## src/mqsb_pkg.sv

```systemverilog
// shared types and constants for the multi-queue shared buffer
`timescale 1ns / 1ps

package mqsb_pkg;

    localparam int KIND_W = 1;
    localparam int QN_W   = 3;
    localparam int DATA_W = 32;
    localparam int ST_W   = 2;

    localparam logic [KIND_W-1:0] KIND_ENQ = 1'b0;
    localparam logic [KIND_W-1:0] KIND_DEQ = 1'b1;

    localparam logic [ST_W-1:0] ST_DONE  = 2'd0;
    localparam logic [ST_W-1:0] ST_FULL  = 2'd1;
    localparam logic [ST_W-1:0] ST_EMPTY = 2'd2;

    typedef struct packed {
        logic load;
        logic commit;
    } cmd_t;

endpackage

```

## src/mqsb_ctrl.sv

```systemverilog
// controller for the multi-queue shared buffer: accept, execute, output handshake
`timescale 1ns / 1ps

module mqsb_ctrl (
    input  logic             aclk,
    input  logic             aresetn,
    input  logic             s_tvalid,
    output logic             s_tready,
    output logic             m_tvalid,
    input  logic             m_tready,
    output mqsb_pkg::cmd_t   cmd
);

    localparam logic ST_IDLE = 1'b0;
    localparam logic ST_EXEC = 1'b1;

    logic state_reg;
    logic state_next;
    logic m_tvalid_reg;
    logic m_tvalid_next;

    assign s_tready   = (state_reg == ST_IDLE);
    assign cmd.load   = s_tvalid && s_tready;
    assign cmd.commit = (state_reg == ST_EXEC) && (!m_tvalid_reg || m_tready);
    assign m_tvalid   = m_tvalid_reg;

    always_comb begin
        state_next = state_reg;
        unique case (state_reg)
            ST_IDLE: begin
                if (cmd.load) begin
                    state_next = ST_EXEC;
                end
            end
            ST_EXEC: begin
                if (cmd.commit) begin
                    state_next = ST_IDLE;
                end
            end
            default: state_next = ST_IDLE;
        endcase
    end

    always_comb begin
        if (cmd.commit) begin
            m_tvalid_next = 1'b1;
        end else if (m_tready) begin
            m_tvalid_next = 1'b0;
        end else begin
            m_tvalid_next = m_tvalid_reg;
        end
    end

    always_ff @(posedge aclk) begin
        if (!aresetn) begin
            state_reg    <= ST_IDLE;
            m_tvalid_reg <= 1'b0;
        end else begin
            state_reg    <= state_next;
            m_tvalid_reg <= m_tvalid_next;
        end
    end

    a_load_to_exec: assert property (@(posedge aclk) disable iff (!aresetn)
        cmd.load |=> (state_reg == ST_EXEC))
        else $error("accepted beat did not move to execute");

    a_commit_gives_beat: assert property (@(posedge aclk) disable iff (!aresetn)
        cmd.commit |=> m_tvalid_reg)
        else $error("result beat missing after commit");

    a_no_overwrite: assert property (@(posedge aclk) disable iff (!aresetn)
        (m_tvalid_reg && !m_tready) |-> !cmd.commit)
        else $error("pending result overwritten");

endmodule

```

## src/mqsb_dp.sv

```systemverilog
// datapath for the multi-queue shared buffer: slot store, link table, queue pointers
`timescale 1ns / 1ps

module mqsb_dp #(
    parameter int NUM_QUEUES = 8,
    parameter int SLOTS      = 64
) (
    input  logic                              aclk,
    input  logic                              aresetn,
    input  mqsb_pkg::cmd_t                    cmd,
    input  logic [mqsb_pkg::KIND_W-1:0]       kind,
    input  logic [mqsb_pkg::QN_W-1:0]         queue_number,
    input  logic signed [mqsb_pkg::DATA_W-1:0] value,
    output logic [mqsb_pkg::ST_W-1:0]         status,
    output logic signed [mqsb_pkg::DATA_W-1:0] read_value
);

    localparam int SW = (SLOTS > 1) ? $clog2(SLOTS) : 1;
    localparam int LW = $clog2(SLOTS + 1);
    localparam int QW = (NUM_QUEUES > 1) ? $clog2(NUM_QUEUES) : 1;
    localparam logic [LW-1:0] NIL = LW'(SLOTS);

    logic [mqsb_pkg::DATA_W-1:0] data_mem [SLOTS];
    logic [LW-1:0]               link_mem [SLOTS];

    logic [LW-1:0] head_reg [NUM_QUEUES];
    logic [LW-1:0] tail_reg [NUM_QUEUES];
    logic [LW-1:0] free_head_reg;
    logic [LW-1:0] free_head_next;
    logic [LW-1:0] fresh_reg;
    logic [LW-1:0] fresh_next;

    logic [mqsb_pkg::KIND_W-1:0] kind_reg;
    logic [mqsb_pkg::QN_W-1:0]   q_reg;
    logic [mqsb_pkg::DATA_W-1:0] value_reg;
    logic [LW-1:0]               link_rd_reg;
    logic [mqsb_pkg::DATA_W-1:0] data_rd_reg;
    logic [mqsb_pkg::ST_W-1:0]   status_reg;
    logic [mqsb_pkg::ST_W-1:0]   status_next;
    logic [mqsb_pkg::DATA_W-1:0] read_value_reg;
    logic [mqsb_pkg::DATA_W-1:0] read_value_next;

    logic [QW-1:0] q_in_idx;
    logic [SW-1:0] rd_addr;
    logic [QW-1:0] q_idx;
    logic          q_ok;
    logic [LW-1:0] cur_head;
    logic [LW-1:0] cur_tail;
    logic          head_live;
    logic          tail_live;
    logic          fresh_hit;
    logic [LW-1:0] pop_next;
    logic [LW-1:0] deq_next;
    logic          enq_ok;
    logic          deq_ok;

    logic          head_wr;
    logic [LW-1:0] head_next;
    logic          tail_wr;
    logic [LW-1:0] tail_next;
    logic          link_we;
    logic [SW-1:0] link_wa;
    logic [LW-1:0] link_wd;
    logic          data_we;

    // read address chosen on the accepted beat
    assign q_in_idx = QW'(queue_number);
    assign rd_addr  = (kind == mqsb_pkg::KIND_DEQ) ? head_reg[q_in_idx][SW-1:0]
                                                   : free_head_reg[SW-1:0];

    always_ff @(posedge aclk) begin
        if (cmd.load) begin
            kind_reg    <= kind;
            q_reg       <= queue_number;
            value_reg   <= value;
            link_rd_reg <= link_mem[rd_addr];
            data_rd_reg <= data_mem[rd_addr];
        end
    end

    assign q_idx     = QW'(q_reg);
    assign q_ok      = 32'(q_reg) < 32'(NUM_QUEUES);
    assign cur_head  = head_reg[q_idx];
    assign cur_tail  = tail_reg[q_idx];
    assign head_live = cur_head < NIL;
    assign tail_live = cur_tail < NIL;
    // slots at or above the fill count were never written and still chain to the next slot
    assign fresh_hit = free_head_reg >= fresh_reg;
    assign pop_next  = fresh_hit ? (free_head_reg + LW'(1)) : link_rd_reg;
    // the tail slot ends its queue, its stored link is not kept
    assign deq_next  = (cur_head == cur_tail) ? NIL : link_rd_reg;
    assign enq_ok    = (kind_reg == mqsb_pkg::KIND_ENQ) && q_ok && (free_head_reg < NIL);
    assign deq_ok    = (kind_reg == mqsb_pkg::KIND_DEQ) && q_ok && head_live;

    always_comb begin
        free_head_next  = free_head_reg;
        fresh_next      = fresh_reg;
        head_wr         = 1'b0;
        head_next       = cur_head;
        tail_wr         = 1'b0;
        tail_next       = cur_tail;
        link_we         = 1'b0;
        link_wa         = cur_tail[SW-1:0];
        link_wd         = free_head_reg;
        data_we         = 1'b0;
        read_value_next = '0;
        status_next     = mqsb_pkg::ST_DONE;
        if (enq_ok) begin
            free_head_next = (pop_next < NIL) ? pop_next : NIL;
            if (fresh_hit) begin
                fresh_next = free_head_reg + LW'(1);
            end
            if (!head_live || !tail_live) begin
                head_wr   = 1'b1;
                head_next = free_head_reg;
            end else begin
                link_we = 1'b1;
                link_wa = cur_tail[SW-1:0];
                link_wd = free_head_reg;
            end
            tail_wr   = 1'b1;
            tail_next = free_head_reg;
            data_we   = 1'b1;
        end else if (deq_ok) begin
            head_wr   = 1'b1;
            head_next = (deq_next < NIL) ? deq_next : NIL;
            if (!(deq_next < NIL)) begin
                tail_wr   = 1'b1;
                tail_next = NIL;
            end
            link_we         = 1'b1;
            link_wa         = cur_head[SW-1:0];
            link_wd         = free_head_reg;
            free_head_next  = cur_head;
            read_value_next = data_rd_reg;
        end else if (kind_reg == mqsb_pkg::KIND_ENQ) begin
            status_next = mqsb_pkg::ST_FULL;
        end else begin
            status_next = mqsb_pkg::ST_EMPTY;
        end
    end

    always_ff @(posedge aclk) begin
        if (cmd.commit && link_we) begin
            link_mem[link_wa] <= link_wd;
        end
        if (cmd.commit && data_we) begin
            data_mem[free_head_reg[SW-1:0]] <= value_reg;
        end
        if (cmd.commit) begin
            status_reg     <= status_next;
            read_value_reg <= read_value_next;
        end
    end

    always_ff @(posedge aclk) begin
        if (!aresetn) begin
            free_head_reg <= '0;
            fresh_reg     <= '0;
            for (int i = 0; i < NUM_QUEUES; i++) begin
                head_reg[i] <= NIL;
                tail_reg[i] <= NIL;
            end
        end else if (cmd.commit) begin
            free_head_reg <= free_head_next;
            fresh_reg     <= fresh_next;
            if (head_wr) begin
                head_reg[q_idx] <= head_next;
            end
            if (tail_wr) begin
                tail_reg[q_idx] <= tail_next;
            end
        end
    end

    assign status     = status_reg;
    assign read_value = read_value_reg;

    a_free_head_range: assert property (@(posedge aclk) disable iff (!aresetn)
        free_head_reg <= NIL)
        else $error("free head out of range");

    a_fresh_range: assert property (@(posedge aclk) disable iff (!aresetn)
        fresh_reg <= NIL)
        else $error("fill count out of range");

    a_enq_tail: assert property (@(posedge aclk) disable iff (!aresetn)
        (cmd.commit && enq_ok) |=> (tail_reg[$past(q_idx)] == $past(free_head_reg)))
        else $error("enqueued slot not placed at tail");

endmodule

```

## src/multi_queue_shared_buffer.sv

```systemverilog
// top level of the multi-queue shared buffer
//
//  channel | direction | tdata                          | tuser
//  s_      | in        | queue_number[2:0] value[34:3]  | kind
//  m_      | out       | read_value[31:0]               | status
//
// each item is read, then executed: the accept cycle reads the link table and slot store into registers,
// the execute state then updates pointers and writes the single-port link table
// a new beat is accepted while the previous result waits on m_
// execute holds while the result register is still full
// aresetn is synchronous; pointers and fill count reset at once, no clearing pass
`timescale 1ns / 1ps

module multi_queue_shared_buffer #(
    parameter int NUM_QUEUES = 8,
    parameter int SLOTS      = 64
) (
    input  logic        aclk,
    input  logic        aresetn,
    input  logic        s_tvalid,
    output logic        s_tready,
    input  logic [39:0] s_tdata,   // queue_number[2:0], value[34:3], zero fill
    input  logic [0:0]  s_tuser,   // kind
    output logic        m_tvalid,
    input  logic        m_tready,
    output logic [31:0] m_tdata,   // read_value[31:0]
    output logic [1:0]  m_tuser    // status
);

    mqsb_pkg::cmd_t cmd;

    mqsb_ctrl u_ctrl (
        .aclk     (aclk),
        .aresetn  (aresetn),
        .s_tvalid (s_tvalid),
        .s_tready (s_tready),
        .m_tvalid (m_tvalid),
        .m_tready (m_tready),
        .cmd      (cmd)
    );

    mqsb_dp #(
        .NUM_QUEUES (NUM_QUEUES),
        .SLOTS      (SLOTS)
    ) u_dp (
        .aclk         (aclk),
        .aresetn      (aresetn),
        .cmd          (cmd),
        .kind         (s_tuser),
        .queue_number (s_tdata[2:0]),
        .value        (s_tdata[34:3]),
        .status       (m_tuser),
        .read_value   (m_tdata)
    );

endmodule

```

## config.mk

```make
export PLATFORM = sky130hd
export DESIGN_NAME = multi_queue_shared_buffer
export DESIGN_NICKNAME = d
export VERILOG_FILES = /design/src/mqsb_pkg.sv /design/src/mqsb_ctrl.sv /design/src/mqsb_dp.sv /design/src/multi_queue_shared_buffer.sv
export SDC_FILE = /design/constraint.sdc
export NUM_CORES = 2
export LEC_CHECK = 0
export ABC_AREA = 0
export BUFFER_PORTS_ARGS = -buffer_cell sky130_fd_sc_hd__buf_2
export CAP_MARGIN = 30
export CELL_PAD_IN_SITES_DETAIL_PLACEMENT = 0
export CELL_PAD_IN_SITES_GLOBAL_PLACEMENT = 1
export CORE_UTILIZATION = 25
export DETAILED_ROUTE_END_ITERATION = 7
export HOLD_SLACK_MARGIN = 0.06
export PLACE_DENSITY = 0.55
export SYNTH_ARGS = -nofsm -noshare
export SYNTH_HDL_FRONTEND = slang
export SYNTH_SLANG_ARGS = --single-unit
```

## constraint.sdc

```tcl
create_clock -name aclk -period 8.6 [get_ports aclk]
set_input_delay 0.86 -clock aclk [delete_from_list [all_inputs] [get_ports aclk]]
set_output_delay 0.86 -clock aclk [all_outputs]
set_load 0.005 [all_outputs]
```

==> metrics <==
outcome completed; Pint about 0.023 W; post-synthesis async set-or-reset flop share 0%; Fmax 0.176 GHz; CTS tree done; Synth Register Bits between 2,000 and 3,000; TritonCTS buffer count 301; largest net degree at the start of global routing 140; Initial Util 25.1%; worst hold path class in2reg; top-count cell post-synth edfxtp_1; post-detailed-route count of antenna-violating nets 0; CP max FO 37; first-pass GRT wire length roughly 500,000 um; io pins 81; Hold Path Stages 1; top cells by count, synth 2,717 x edfxtp_1, 1,700 x nand2_1, 771 x nand3_1; type of destination of the critical path register; Nets slightly below 8,000; Slew Limit Fails 0; Switching Share approximately a quarter; slew margin rel. roughly 7.6%; Leak Pwr 40.8 nW; Routed wire per std cell between 20 and 30 um; WP data required 9.12 ns; Ys Warns 0; hold_ws 0.133 ns; Clk pwr share between 40% and 50%; clock skew between 0.09 and 0.1 ns; die area around 440,000 um^2; Main synth FF type edfxtp_1; Worst-Margin Slew around 1.4 ns; Final Power 0.0304 W; PD cells ~240 nW/um^2; gpl congestion roughly 0.8; CTS sink cnt ~2,700; max reg flops a little over 2,000; Via density 4.86; Initial DRT Pass Iterations 6; Crit Path Category reg2reg; DR vias ~67,000; Comb power frac under 10%; Syn Area/Cell between 10 and 15 um^2; HPWL Detailed between 200,000 and 250,000 um; period utilization roughly 66%; number of global-route vias before repair approximately 65,000; CTS clk-pin slew, worst paths ~0.060 ns; Core Rows about 240; final wirelength between 300,000 and 400,000 um; flop2flop setup slack 2.91 ns; Sw Pwr 0.00766 W; routed wl met2 around 170,000 um; min Tclk post-route between 5 and 6 ns; DR top layer met5; # fillers between 40,000 and 50,000; min-delay src s_tdata[12]; Initial DRC Count 6,947; Peak VDD IR 0.143 mV; Multi-input gate area 24,800 um^2; Worst Reg2Reg Path Length in Cells 8; Syn Std Cell Area 108,000 um^2; area delta synth->final 17.0%; final hold vios 0; global route overflow 0; sequential share of power 49.0%; final setup TNS 0 ns; synth top area cells edfxtp_1 75%, nand2_1 5.9%, nand3_1 3.6%; # DRC 0; CP Data Arrival Time 6.21 ns; width of the die 660 um; CTS root buffer clkbuf_16; share of post-route cells with drive strength above 1 a little under an eighth; syn_nets 7,666; area leader, netlist edfxtp_1; register area 82,000 um^2; met1 wire length 160,000 um; Seq/Total Area, Yosys 75.7%; synth unique cells 57; Synth top area share between 70% and 80%; GR Util All Layers 16.1%; CTS Buffer Depth 4; Post-Place Setup Slack about 2.6 ns; Buffers on Ports 75; max-cap violations 0; Core ar. 431,000 um^2; initial antenna violation count 26; RSZ-0062 raised after global routing no; post-synthesis cell count between 7,000 and 8,000; critical path startpoint category register; # setup viols final 0; routed length on met3 around 22,000 um; Post-synth EDFFs ~2,700; Worst Slack Setup Final 2.91 ns; CTS HTree Levels 5; worst skew pair latency a little over 0.9 ns; die height 660 um
[critical path: stages (launching register included)]
cell	delay, ns
dfxtp_2	0.84
buf_4	0.40
mux4_2	0.57
mux2i_4	0.14
buf_4	0.69
nand2_1	0.50
mux2i_1	0.84
nand2_1	0.46
nor2_1	0.81
[kinds of logic after synthesis]
logic type / synth area share (%)
buf+inv: 2.10
xor+xnor: 0.0970
simple gates: 12.0
flops: 75.7
fa+ha+maj: 0.104
mux: 4.89
compound gates: 5.16
[routing by layer]
metal / vias to the layer above / global-route usage, %
met1: 34700 / 22.4
met4: 4 / 4.05
met2: 2383 / 26.4
li1: 29200 / -
met3: 491 / 2.10
met5: - / 0
[power by group through the flow]
stage	logic [W]	registers (W)	clock network (W)
after floorplan	0.00156	0.0152	0
after global placement	0.00291	0.0152	0
after detailed placement	0.00294	0.0152	0
after CTS	0.00295	0.0149	0.0128
after global routing	0.00315	0.0149	0.0133
final	0.00295	0.0149	0.0125
[layout make-up]
| class | instances | area share, % |
|---|---|---|
| sequential | 2736 | 64.7 |
| multi-input combinational | 4330 | 19.6 |
| clock buffer | 372 | 6.25 |
| tap | 5710 | 5.64 |
| timing repair buffer | 377 | 2.51 |
| clock inverter | 165 | 1.17 |
| inverter | 53 | 0.163 |
| antenna | 16 | 0.0316 |
[cells in the final DEF (no fill, tap or decap), types with 68 or more instances in the layout]
| master | count |
|---|---|
| edfxtp_1 | 2717 |
| nand2_1 | 1687 |
| nand3_1 | 771 |
| mux2i_1 | 384 |
| clkbuf_16 | 307 |
| a21oi_1 | 243 |
| buf_4 | 229 |
| nor2_1 | 202 |
| o221ai_1 | 148 |
| a31oi_1 | 138 |
| nor3_1 | 88 |
| a211oi_1 | 85 |
| buf_2 | 85 |
| nor2_4 | 69 |
| clkinv_1 | 68 |
[per-stage QoR]
step	util (%)	std cells	cell area (um^2)
global placement	27.1	13200	117000
finish	29.4	13800	127000
global route	29.4	13700	127000
floorplan	-	7612	108000
detailed placement	27.2	13200	117000
CTS	29.4	13700	127000
[worst paths after layout]
path / end
max: u_dp.link_mem[39][6]
min: u_dp.value_reg[9]
max reg2reg: u_dp.link_mem[39][6]
min reg2reg: u_dp.fresh_reg[1]
[what timing repair did]
item,4_1_cts,5_1_grt
endpoints found under the setup margin,0,0
hold buffers,19,0
buffers inserted,0,0
gates resized for setup,0,0
endpoints found under the hold margin,19,0
No activity file was read; power rests on OpenSTA's default activity.
